===== src/design/ssme_pkg.sv =====
// Shared types, operation codes and controller interface for the sorted set merge engine.
`timescale 1ns / 1ps
package ssme_pkg;

	// Operation mode codes
	localparam logic [2:0] MODE_LOAD   = 3'd0;
	localparam logic [2:0] MODE_UNION  = 3'd1;
	localparam logic [2:0] MODE_INTER  = 3'd2;
	localparam logic [2:0] MODE_DIFF   = 3'd3;
	localparam logic [2:0] MODE_SUBSET = 3'd4;
	localparam logic [2:0] MODE_QUERY  = 3'd5;
	localparam logic [2:0] MODE_CLEAR  = 3'd6;

	typedef struct packed {
		logic signed [31:0] element;
		logic               last_element;
	} in_t;

	typedef struct packed {
		logic [8:0] cardinality;
		logic       in_set;
		logic       is_subset;
		logic       overflow;
		logic       order_error;
	} out_t;

	// Controller to datapath
	typedef struct packed {
		logic accept;
		logic scan_eval;
		logic copy_wr;
		logic finish;
	} cmd_t;

	// Datapath to controller
	typedef struct packed {
		logic need_scan;
		logic scan_done;
		logic copy_needed;
		logic copy_last;
	} status_t;

endpackage


===== src/design/ssme_ctrl.sv =====
// Controller state machine: handshakes, scan and copy sequencing.
`timescale 1ns / 1ps
module ssme_ctrl (
	input  logic              clk,
	input  logic              arst_n,
	input  logic              in_valid,
	output logic              in_stall,
	output logic              out_valid,
	input  logic              out_stall,
	input  ssme_pkg::status_t status,
	output ssme_pkg::cmd_t    cmd
);

	localparam logic [2:0] ST_IDLE    = 3'd0;
	localparam logic [2:0] ST_SCAN_RD = 3'd1;
	localparam logic [2:0] ST_SCAN_EV = 3'd2;
	localparam logic [2:0] ST_COPY_RD = 3'd3;
	localparam logic [2:0] ST_COPY_WR = 3'd4;
	localparam logic [2:0] ST_FIN     = 3'd5;
	localparam logic [2:0] ST_OUT     = 3'd6;

	logic [2:0] state_q, state_d;

	// Next state and commands
	always_comb begin
		state_d = state_q;
		cmd     = '0;
		case (state_q)
			ST_IDLE: begin
				if (in_valid) begin
					cmd.accept = 1'b1;
					state_d    = status.need_scan ? ST_SCAN_RD : ST_FIN;
				end
			end
			ST_SCAN_RD: state_d = ST_SCAN_EV;
			ST_SCAN_EV: begin
				cmd.scan_eval = 1'b1;
				if (status.scan_done) begin
					state_d = status.copy_needed ? ST_COPY_RD : ST_FIN;
				end else begin
					state_d = ST_SCAN_RD;
				end
			end
			ST_COPY_RD: state_d = ST_COPY_WR;
			ST_COPY_WR: begin
				cmd.copy_wr = 1'b1;
				state_d     = status.copy_last ? ST_FIN : ST_COPY_RD;
			end
			ST_FIN: begin
				cmd.finish = 1'b1;
				state_d    = ST_OUT;
			end
			ST_OUT: begin
				if (!out_stall) state_d = ST_IDLE;
			end
			default: state_d = ST_IDLE;
		endcase
	end

	always_ff @(posedge clk or negedge arst_n) begin
		if (!arst_n) begin
			state_q <= ST_IDLE;
		end else begin
			state_q <= state_d;
		end
	end

	assign in_stall  = (state_q != ST_IDLE);
	assign out_valid = (state_q == ST_OUT);

endmodule


===== config.mk =====
export PLATFORM = sky130hd
export DESIGN_NAME = ssme_ctrl
export DESIGN_NICKNAME = d
export VERILOG_FILES = /design/src/design/ssme_pkg.sv /design/src/design/ssme_ctrl.sv
export SDC_FILE = /design/constraint.sdc
export NUM_CORES = 1
export LEC_CHECK = 0
export BUFFER_PORTS_ARGS = -buffer_cell sky130_fd_sc_hd__buf_4
export CAP_MARGIN = 40
export CORE_AREA = 10 10 47 49
export DETAILED_ROUTE_END_ITERATION = 6
export DIE_AREA = 0 0 57 59
export PLACE_DENSITY = 0.52
export SYNTH_ARGS = -nofsm -noshare
export SYNTH_HDL_FRONTEND = slang
export SYNTH_SLANG_ARGS = --single-unit

===== constraint.sdc =====
create_clock -name clk -period 2.2 [get_ports clk]
set_clock_uncertainty 0.2 [all_clocks]
set_input_delay 0.11 -clock clk [delete_from_list [all_inputs] [get_ports clk]]
set_output_delay 0.11 -clock clk [all_outputs]
set_load 0.02 [all_outputs]

==> flow_metrics.py, run 1 <==
metrics = {
    "worst_setup_path": {
        "cp-end-kind": "primary output",
        "worstPathArrival_ns": 1.25,
        "path_class": "reg -> out",
        "timing.rr.start": "state_q[0]",
        "critical_path_peak_fanout": 11,
        "critPathBufInv": 1,
        "cp-start-kind": "flip-flop",
        "crit_start": "state_q[2]",
        "cpLargestDelayFamily": "flip-flops",
        "critPathSlowestCell": "dfrtp_1",
        "worstReg2RegEnd": "state_q[2]",
        "cp.required_ns": 1.89,
        "slowest_delay_ns": 0.50,
        "reg2regPathDepth": 3,
        "path_cells": "nor2_2 -> nand2_1 -> nor2_1 -> buf_4",
        "r2r_slack_ns": 0.74,
    },
    "route": {
        "wl_per_cell_um": 11.8,
        "drc_errors": 0,
        "dr_wl_met2_um": 383,
        "wl_met1_um": 284,
        "vias": 253,
        "wl_met3_um": 31,
        "vias_per_cell": 4.29,
        "routed_wl_um": 699,
        "drt_first_pass_iters": 4,
        "drtAntennaViolNets": 0,
        "topRoutingLayerUsed": "met3",
        "drt_iter0_markers": 2,
    },
    "synth": {
        "ys_ff_latch": 3,
        "synth.distinct_cells": 20,
        "yosys.area_share.simple_pct": 27.9,
        "synth.area.mux_share_pct": 8.46,
        "synth.avg_cell_area_um2": 9.31,
        "ys_seq_area_share_pct": 29.9,
        "yosys_warnings": 0,
        "netlist_instances": 27,
        "synth-compound-area-share_pct": 19.9,
        "synth_fa_ha_area_share_pct": 0,
        "synth_xor_area_share_pct": 0,
        "synth.area.top_cells": "dfrtp_1 30%, buf_6 9.0%, o41ai_2 6.5%, mux2_1 4.5%, a221o_1 4.0%",
        "netlist.area_leader.share_pct": 29.9,
        "netlist_area_um2": 251,
        "yosysTopAreaCell": "dfrtp_1",
        "synth_nets": 35,
        "synth_top_family_by_area": "simple AND/OR/NAND/NOR gates",
    },
    "sta": {
        "drv_slew": 0,
        "relSlewSlack_pct": 75.4,
        "hold_viol": 0,
        "finalSetupTns_ns": 0,
        "worst_pin_slew_ns": 0.369,
        "finalCritPeriodShare_pct": 71.0,
        "setup_viol": 0,
        "fmax_mhz": 640,
        "period_minus_slack_ns": 1.56,
        "worst_slack_ns": 0.637,
        "rsz0062_at_grt": "false",
    },
    "final_layout": {
        "final_area_um2": 388,
        "final_cell_mix": "13 x buf_4, 3 x clkbuf_4, 3 x dfrtp_1",
        "drive_gt1_share_pct": 48.8,
        "largest_reg_flops": 3,
        "finalNetCount": 52,
        "reg_top3": "state_q (3)",
        "area_growth_pct": 54.2,
        "top_register": "state_q",
        "n_fill_cell": 161,
        "n_antenna_cell": 0,
        "final_common_cell": "buf_4",
        "fin_cells": 59,
    },
    "flow_run": {
        "maxCapViolations": 0,
    },
    "clock_tree": {
        "clk_pin_slew_ns": 0.03,
        "cts-buffers-inserted": 3,
        "insertion_delay_ns": 0.23,
        "post_cts_buffers": 0,
        "clockBufferDepth": 2,
        "cts_root_buf": "clkbuf_4",
        "htreeDepth": 1,
        "tritoncts": "yes",
        "clock-sinks": 3,
    },
    "power_and_ir_drop": {
        "peakVddDrop_mv": 0.316,
        "seqPwrFrac_pct": 31.0,
        "power_switching_w": 0.000242,
        "internal_power_w": 0.000295,
        "p_clk_share_pct": 17.5,
        "pwr-share-comb_pct": 51.5,
        "p_leak_nw": 0.185,
        "switching_share_pct": 45.0,
        "p_per_area_nw_per_um2": 1380,
    },
    "die": {
        "coreArea_um2": 1400,
        "dieArea_um2": 3360,
        "die_y_um": 59,
        "die_w_um": 57,
        "row_count": 14,
        "initial_core_util_pct": 17.9,
        "num_io_pins": 14,
    },
    "run_status": {
        "status": "complete, no violations",
    },
    "place": {
        "dp.cells": 53,
        "dp_slack_ns": 0.754,
        "dpl_cell_area_um2": 342,
        "detailedPlacementHpwl_um": 544,
        "port_buffers": 13,
        "place.gp.congestion": 0.724,
    },
    "grt": {
        "first_global_vias": 259,
        "grt.overflow.total": 0,
        "antenna_found_initial": 0,
        "grt_max_degree": 12,
        "grtUsageTotal_pct": 4.59,
        "grt_first_pass_wirelength_um": 1170,
    },
    "min_path": {
        "min_path_type": "in -> async",
    },
}
-- Yosys cell counts --
master    instances
buf_2             1
and4_1            1
buf_6             2
inv_1             2
nor2_1            2
a211oi_1          1
mux2i_1           1
a22oi_1           1
a221o_1           1
nand2_1           2
dfrtp_1           3
nand2b_1          1
o21ai_2           1
nor3_1            2
mux2_1            1
nor3b_1           1
and3_2            1
nand2b_2          1
nor2_2            1
o41ai_2           1
-- stage by stage --
stage,hold slack [ns],power (W),util [%]
after floorplan,-0.386,0.000376,-
after global placement,-0.299,0.000442,24.4
after detailed placement,-0.299,0.000442,24.4
after CTS,0.00673,0.000544,27.7
after global routing,0.00992,0.000579,27.7
final,0.00737,0.000537,27.7
-- what timing repair did --
action,CTS,global route
endpoints found under the hold margin,4,0
gates resized for setup,0,0
hold buffers,2,0
-- routing by layer --
layer	vias up	GRT usage (%)
met5	-	0
li1	127	-
met1	118	4.06
met2	8	7.13
met4	0	6.04
met3	0	1.72
-- final cells by class --
type	count	area, um^2	share of cell area [%]
Multi-Input combinational cell	19	141	36.5
Timing Repair Buffer	15	118	30.3
Sequential cell	3	75.1	19.4
Clock buffer	4	26.3	6.77
Tap cell	16	20.0	5.16
Inverter	2	7.51	1.94
-- logic make-up (layout without fill, tap and decap cells) --
| family | Yosys count | after routing |
|---|---|---|
| AOI/OAI and AO/OA | 5 | 5 |
| buffers and inverters | 5 | 21 |
| DFF | 3 | 3 |
| muxes | 2 | 2 |
| and+or+nand+nor | 12 | 12 |
-- power groups by stage --
| stage | Clock (W) | Sequential [W] | Combinational, W |
|---|---|---|---|
| 2_1_floorplan | 0 | 0.0000966 | 0.000279 |
| 3_3_place_gp | 0 | 0.000164 | 0.000278 |
| 3_5_place_dp | 0 | 0.000164 | 0.000278 |
| 4_1_cts | 0.0000995 | 0.000163 | 0.000281 |
| 5_1_grt | 0.000101 | 0.000174 | 0.000305 |
| 6_report | 0.0000940 | 0.000166 | 0.000277 |
-- how the worst max path moves through the flow --
stage / endpoint / slack, ns / depth (start not counted)
CTS: cmd[3] / 0.63 / 4
global placement: state_q[2] / 0.75 / 3
detailed placement: state_q[2] / 0.75 / 3
global route: cmd[3] / 0.52 / 4
floorplan: cmd[3] / 0.81 / 4
finish: cmd[3] / 0.64 / 4
No activity file was read; power rests on OpenSTA's default activity.
==> inputs of run 2 (changes only) <==
- PLACE_DENSITY: 0.52 -> 0.53
- clock period: 2.2 -> 1.3 ns (I/O delays scaled with it)
==> run 2 against run 1 <==
Net effect: the run now ends with negative hold slack, negative setup slack left; hold slack got worse by 0.013 ns; critical path depth decreased by 1; power grew 140%; sequential cell count is the same; critical path type unchanged; largest power group unchanged.
==> flow_metrics.py, run 2 (synthesized netlist as in run 1, its figures left out) <==
metrics = {
    "grt": {
        "grtUsageTotal_pct": 5.19,
        "antenna_found_initial": 0,
        "grt.overflow.total": 0,
        "grt_max_degree": 6,
        "grt_first_pass_wirelength_um": 1360,
        "first_global_vias": 337,
    },
    "run_status": {
        "status": "finished with violations",
        "failed_checks": "negative hold slack, negative setup slack",
    },
    "worst_setup_path": {
        "cp.required_ns": 1.03,
        "cp-start-kind": "flip-flop",
        "path_class": "reg -> out",
        "cp-end-kind": "primary output",
        "worstPathArrival_ns": 1.12,
        "critical_path_peak_fanout": 5,
    },
    "route": {
        "dr_wl_met2_um": 417,
        "routed_wl_um": 801,
        "drt_iter0_markers": 2,
        "wl_met3_um": 63,
        "vias_per_cell": 4.21,
        "wl_per_cell_um": 11.8,
        "drtAntennaViolNets": 0,
        "drc_errors": 0,
        "topRoutingLayerUsed": "met3",
        "wl_met1_um": 320,
        "drt_first_pass_iters": 2,
        "vias": 286,
    },
    "final_layout": {
        "reg_top3": "state_q (3)",
        "fin_cells": 68,
        "final_common_cell": "buf_4",
        "final_area_um2": 519,
        "largest_reg_flops": 3,
        "final_cell_mix": "15 x buf_4, 7 x buf_6, 3 x clkbuf_4, 3 x dfrtp_2, 2 x dlygate4sd3_1",
        "top_register": "state_q",
        "n_antenna_cell": 0,
        "area_growth_pct": 106,
        "finalNetCount": 61,
        "drive_gt1_share_pct": 75.0,
    },
    "sta": {
        "fmax_mhz": 721,
        "hold_viol": 1,
        "drv_slew": 0,
        "rsz0062_at_grt": "true",
        "hold_slack_ns": -0.00564,
        "setup_viol": 7,
        "relSlewSlack_pct": 84.2,
        "finalCritPeriodShare_pct": 107,
        "worst_slack_ns": -0.0863,
        "worst_pin_slew_ns": 0.236,
        "period_minus_slack_ns": 1.39,
    },
    "die": {
        "dieArea_um2": 3360,
        "initial_core_util_pct": 17.9,
        "coreArea_um2": 1400,
        "row_count": 14,
        "num_io_pins": 14,
        "die_w_um": 57,
        "die_y_um": 59,
    },
    "power_and_ir_drop": {
        "p_clk_share_pct": 11.9,
        "peakVddDrop_mv": 0.778,
        "pwr-share-comb_pct": 70.0,
        "seqPwrFrac_pct": 18.0,
        "switching_share_pct": 39.8,
        "p_leak_nw": 0.242,
        "p_per_area_nw_per_um2": 2530,
        "power_switching_w": 0.000523,
        "internal_power_w": 0.000790,
    },
    "clock_tree": {
        "clock-sinks": 3,
        "cts-buffers-inserted": 3,
        "tritoncts": "yes",
        "ctsHoldBuffers": 2,
        "cts_root_buf": "clkbuf_4",
        "htreeDepth": 1,
        "clockBufferDepth": 2,
        "insertion_delay_ns": 0.23,
        "clk_pin_slew_ns": 0.03,
    },
    "place": {
        "detailedPlacementHpwl_um": 621,
        "port_buffers": 13,
        "dpl_cell_area_um2": 374,
        "place.gp.congestion": 0.770,
        "dp.cells": 57,
    },
    "flow_run": {
        "maxCapViolations": 0,
    },
    "min_path": {
        "min_path_type": "in -> reg",
    },
}
==> run 2: changes by cell type in the layout (fill, tap and decap cells not counted), sizes merged <==
| cell | delta |
|---|---|
| buf | +9 |
==> run 2: final timing paths <==
check | start | cells past startpoint | to | slack [ns]
hold / removal | status[0] | 4 | state_q[2] | -0.006
hold reg to reg | state_q[1] | 2 | state_q[0] | 0.45
setup / recovery | state_q[2] | 3 | cmd[2] | -0.09
setup reg to reg | state_q[0] | 4 | state_q[2] | -0.08
min in group asynchronous | arst_n | 3 | state_q[1] | 0.52
max in group asynchronous | arst_n | 3 | state_q[0] | 0.22
==> run 2: power groups by stage <==
stage / clock, W / sequential (W) / combinational, W
after CTS: 0.000167 / 0.000235 / 0.000889
after detailed placement: 0 / 0.000236 / 0.000604
after global placement: 0 / 0.000239 / 0.000601
final: 0.000156 / 0.000237 / 0.000920
after floorplan: 0 / 0.000164 / 0.000477
after global routing: 0.000179 / 0.000244 / 0.000986
==> run 2: critical path, stage by stage (launching register included) <==
cell     delay (ns)
dfrtp_2        0.44
buf_6          0.15
nor3_4         0.17
buf_6          0.14
==> run 2: per-stage QoR <==
step	setup TNS, ns	worst slack, ns	utilization, %	power (W)
after floorplan	0	0.00169	-	0.000640
after CTS	-0.424	-0.0876	36.3	0.00129
final	-0.403	-0.0863	37.1	0.00131
after detailed placement	-0.0539	-0.0347	26.7	0.000840
after global placement	-0.0726	-0.0416	26.7	0.000840
after global routing	-0.843	-0.151	37.1	0.00141
==> run 2: area by class of cell <==
class	instances	area [um^2]
inverter	2	7.51
sequential	3	78.8
timing repair buffer	24	211
fill	146	882
multi-input combinational	19	175
clock buffer	4	26.3
tap	16	20.0
==> run 2: layer usage <==
layer / GRT usage (%) / vias to the layer above
met2: 8.53 / 8
met3: 3.65 / 0
met5: 0 / -
met1: 4.64 / 133
met4: 3.02 / 0
li1: - / 145
==> run 2: repair_timing <==
| item | CTS | global route |
|---|---|---|
| endpoints found under the setup margin | 8 | 8 |
| gates resized for setup | 16 | 2 |
| pin swaps | 4 | 1 |
| setup buffers | 5 | 0 |
| hold endpoints to repair | 4 | 1 |
==> inputs of run 3 (changes only) <==
- TNS_END_PERCENT: not set -> 20
==> run 3 against run 2 <==
Net effect: maximum frequency is essentially flat; sequential power grew 10%; die area is the same; clock-buffer cell count is the same; final cell count shrank 2.9%; the flow still finishes with violations (negative hold slack, negative setup slack); largest power group unchanged; routed wire length shrank 3.4%; cell area shrank 3.1%.
==> flow_metrics.py, run 3 (synthesized netlist as in run 1, its figures left out) <==
metrics = {
    "clock_tree": {
        "clockBufferDepth": 2,
        "ctsHoldBuffers": 2,
        "tritoncts": "yes",
        "insertion_delay_ns": 0.23,
        "cts-buffers-inserted": 3,
        "clock-sinks": 3,
        "htreeDepth": 1,
        "cts_root_buf": "clkbuf_4",
        "clk_pin_slew_ns": 0.03,
    },
    "route": {
        "drt_iter0_markers": 2,
        "drc_errors": 0,
        "routed_wl_um": 774,
        "wl_per_cell_um": 11.7,
        "drt_first_pass_iters": 2,
        "drtAntennaViolNets": 0,
        "vias": 276,
        "vias_per_cell": 4.18,
    },
    "sta": {
        "worst_slack_ns": -0.0867,
        "worst_pin_slew_ns": 0.236,
        "drv_slew": 0,
        "hold_viol": 1,
        "relSlewSlack_pct": 84.2,
        "period_minus_slack_ns": 1.39,
        "finalCritPeriodShare_pct": 107,
        "hold_slack_ns": -0.00730,
        "setup_viol": 7,
        "fmax_mhz": 721,
        "rsz0062_at_grt": "true",
    },
    "grt": {
        "antenna_found_initial": 0,
        "first_global_vias": 319,
        "grt_first_pass_wirelength_um": 1310,
        "grt.overflow.total": 0,
        "grtUsageTotal_pct": 5.06,
        "grt_max_degree": 9,
    },
    "worst_setup_path": {
        "cp-end-kind": "primary output",
        "critical_path_peak_fanout": 5,
        "worstPathArrival_ns": 1.12,
        "cp-start-kind": "flip-flop",
        "reg2regPathDepth": 4,
        "path_cells": "buf_6 -> nor3_4 -> buf_6",
        "critPathSlowestCell": "dfrtp_2",
        "path_class": "reg -> out",
        "cp.required_ns": 1.03,
        "slowest_delay_ns": 0.43,
        "crit_top_cell": "buf_6",
    },
    "place": {
        "detailedPlacementHpwl_um": 621,
        "place.gp.congestion": 0.770,
        "dpl_cell_area_um2": 374,
        "port_buffers": 13,
        "dp_slack_ns": -0.0347,
    },
    "final_layout": {
        "final_common_cell": "buf_4",
        "n_antenna_cell": 0,
        "largest_reg_flops": 3,
        "finalNetCount": 59,
        "drive_gt1_share_pct": 74.0,
        "final_area_um2": 503,
        "area_growth_pct": 100,
        "top_register": "state_q",
        "reg_top3": "state_q (3)",
        "final_core_util_pct": 35.9,
        "final_cell_mix": "14 x buf_4, 6 x buf_6, 3 x clkbuf_4, 3 x dfrtp_2, 2 x dlygate4sd3_1",
    },
    "die": {
        "coreArea_um2": 1400,
        "die_y_um": 59,
        "row_count": 14,
        "die_w_um": 57,
        "dieArea_um2": 3360,
        "num_io_pins": 14,
        "initial_core_util_pct": 17.9,
    },
    "power_and_ir_drop": {
        "power_switching_w": 0.000517,
        "pwr-share-comb_pct": 67.0,
        "p_per_area_nw_per_um2": 2520,
        "peakVddDrop_mv": 0.793,
        "p_leak_nw": 0.231,
        "switching_share_pct": 40.8,
        "finalPower_w": 0.00127,
        "seqPwrFrac_pct": 20.6,
        "internal_power_w": 0.000750,
        "p_clk_share_pct": 12.4,
    },
    "run_status": {
        "status": "finished with violations",
        "failed_checks": "negative hold slack, negative setup slack",
    },
    "flow_run": {
        "maxCapViolations": 0,
    },
    "min_path": {
        "whs_path_depth": 4,
        "min_path_type": "in -> reg",
    },
}
-- run 3: cell types whose count changed in the layout (fill, tap and decap cells not counted) --
cell / previous run / this run
inv_2: 1 / 0
inv_4: 0 / 1
buf_4: 15 / 14
buf_6: 7 / 6
-- run 3: cell type report --
type / count / area (um^2)
Tap cell: 16 / 20.0
Multi-Input combinational cell: 19 / 175
Inverter: 2 / 10.0
Clock buffer: 4 / 26.3
Timing Repair Buffer: 22 / 193
Sequential cell: 3 / 78.8
Fill cell: 143 / 898
-- run 3: repair_timing --
item,4_1_cts,5_1_grt
resized for setup,15,3
setup buffers,3,0
pin swaps,3,2
setup endpoints to repair,8,8
endpoints found under the hold margin,4,1
-- run 3: worst max-delay path: cells and delay by family, from the launching register on --
family	cells	cell delay (ns)
AND/OR/NAND/NOR	1	0.17
flip-flops	1	0.43
buffers and inverters	2	0.29
-- run 3: power by group through the flow --
stage	logic [W]	clock network (W)	registers [W]
floorplan	0.000477	0	0.000164
global placement	0.000601	0	0.000239
detailed placement	0.000604	0	0.000236
CTS	0.000818	0.000167	0.000255
global route	0.000910	0.000179	0.000272
finish	0.000849	0.000157	0.000261
-- run 3: through the flow --
stage,std cells,setup TNS (ns)
2_1_floorplan,27,0
3_3_place_gp,57,-0.0726
3_5_place_dp,57,-0.0539
4_1_cts,66,-0.430
5_1_grt,66,-0.826
6_report,66,-0.383
-- run 3: final timing paths --
check | start | end | slack (ns)
max in group asynchronous | arst_n | state_q[0] | 0.22
min in group asynchronous | arst_n | state_q[1] | 0.52
hold / removal | status[0] | state_q[2] | -0.007
setup / recovery | state_q[0] | cmd[2] | -0.09
setup reg to reg | state_q[0] | state_q[2] | -0.07
hold reg to reg | state_q[1] | state_q[0] | 0.43
-- run 3: metal layers --
metal	part of all wire, %	vias up	global-route usage, %
li1	-	141	-
met1	39	127	4.52
met2	53	8	8.22
met3	8.1	0	3.65
met4	0	0	3.02
met5	0	-	0
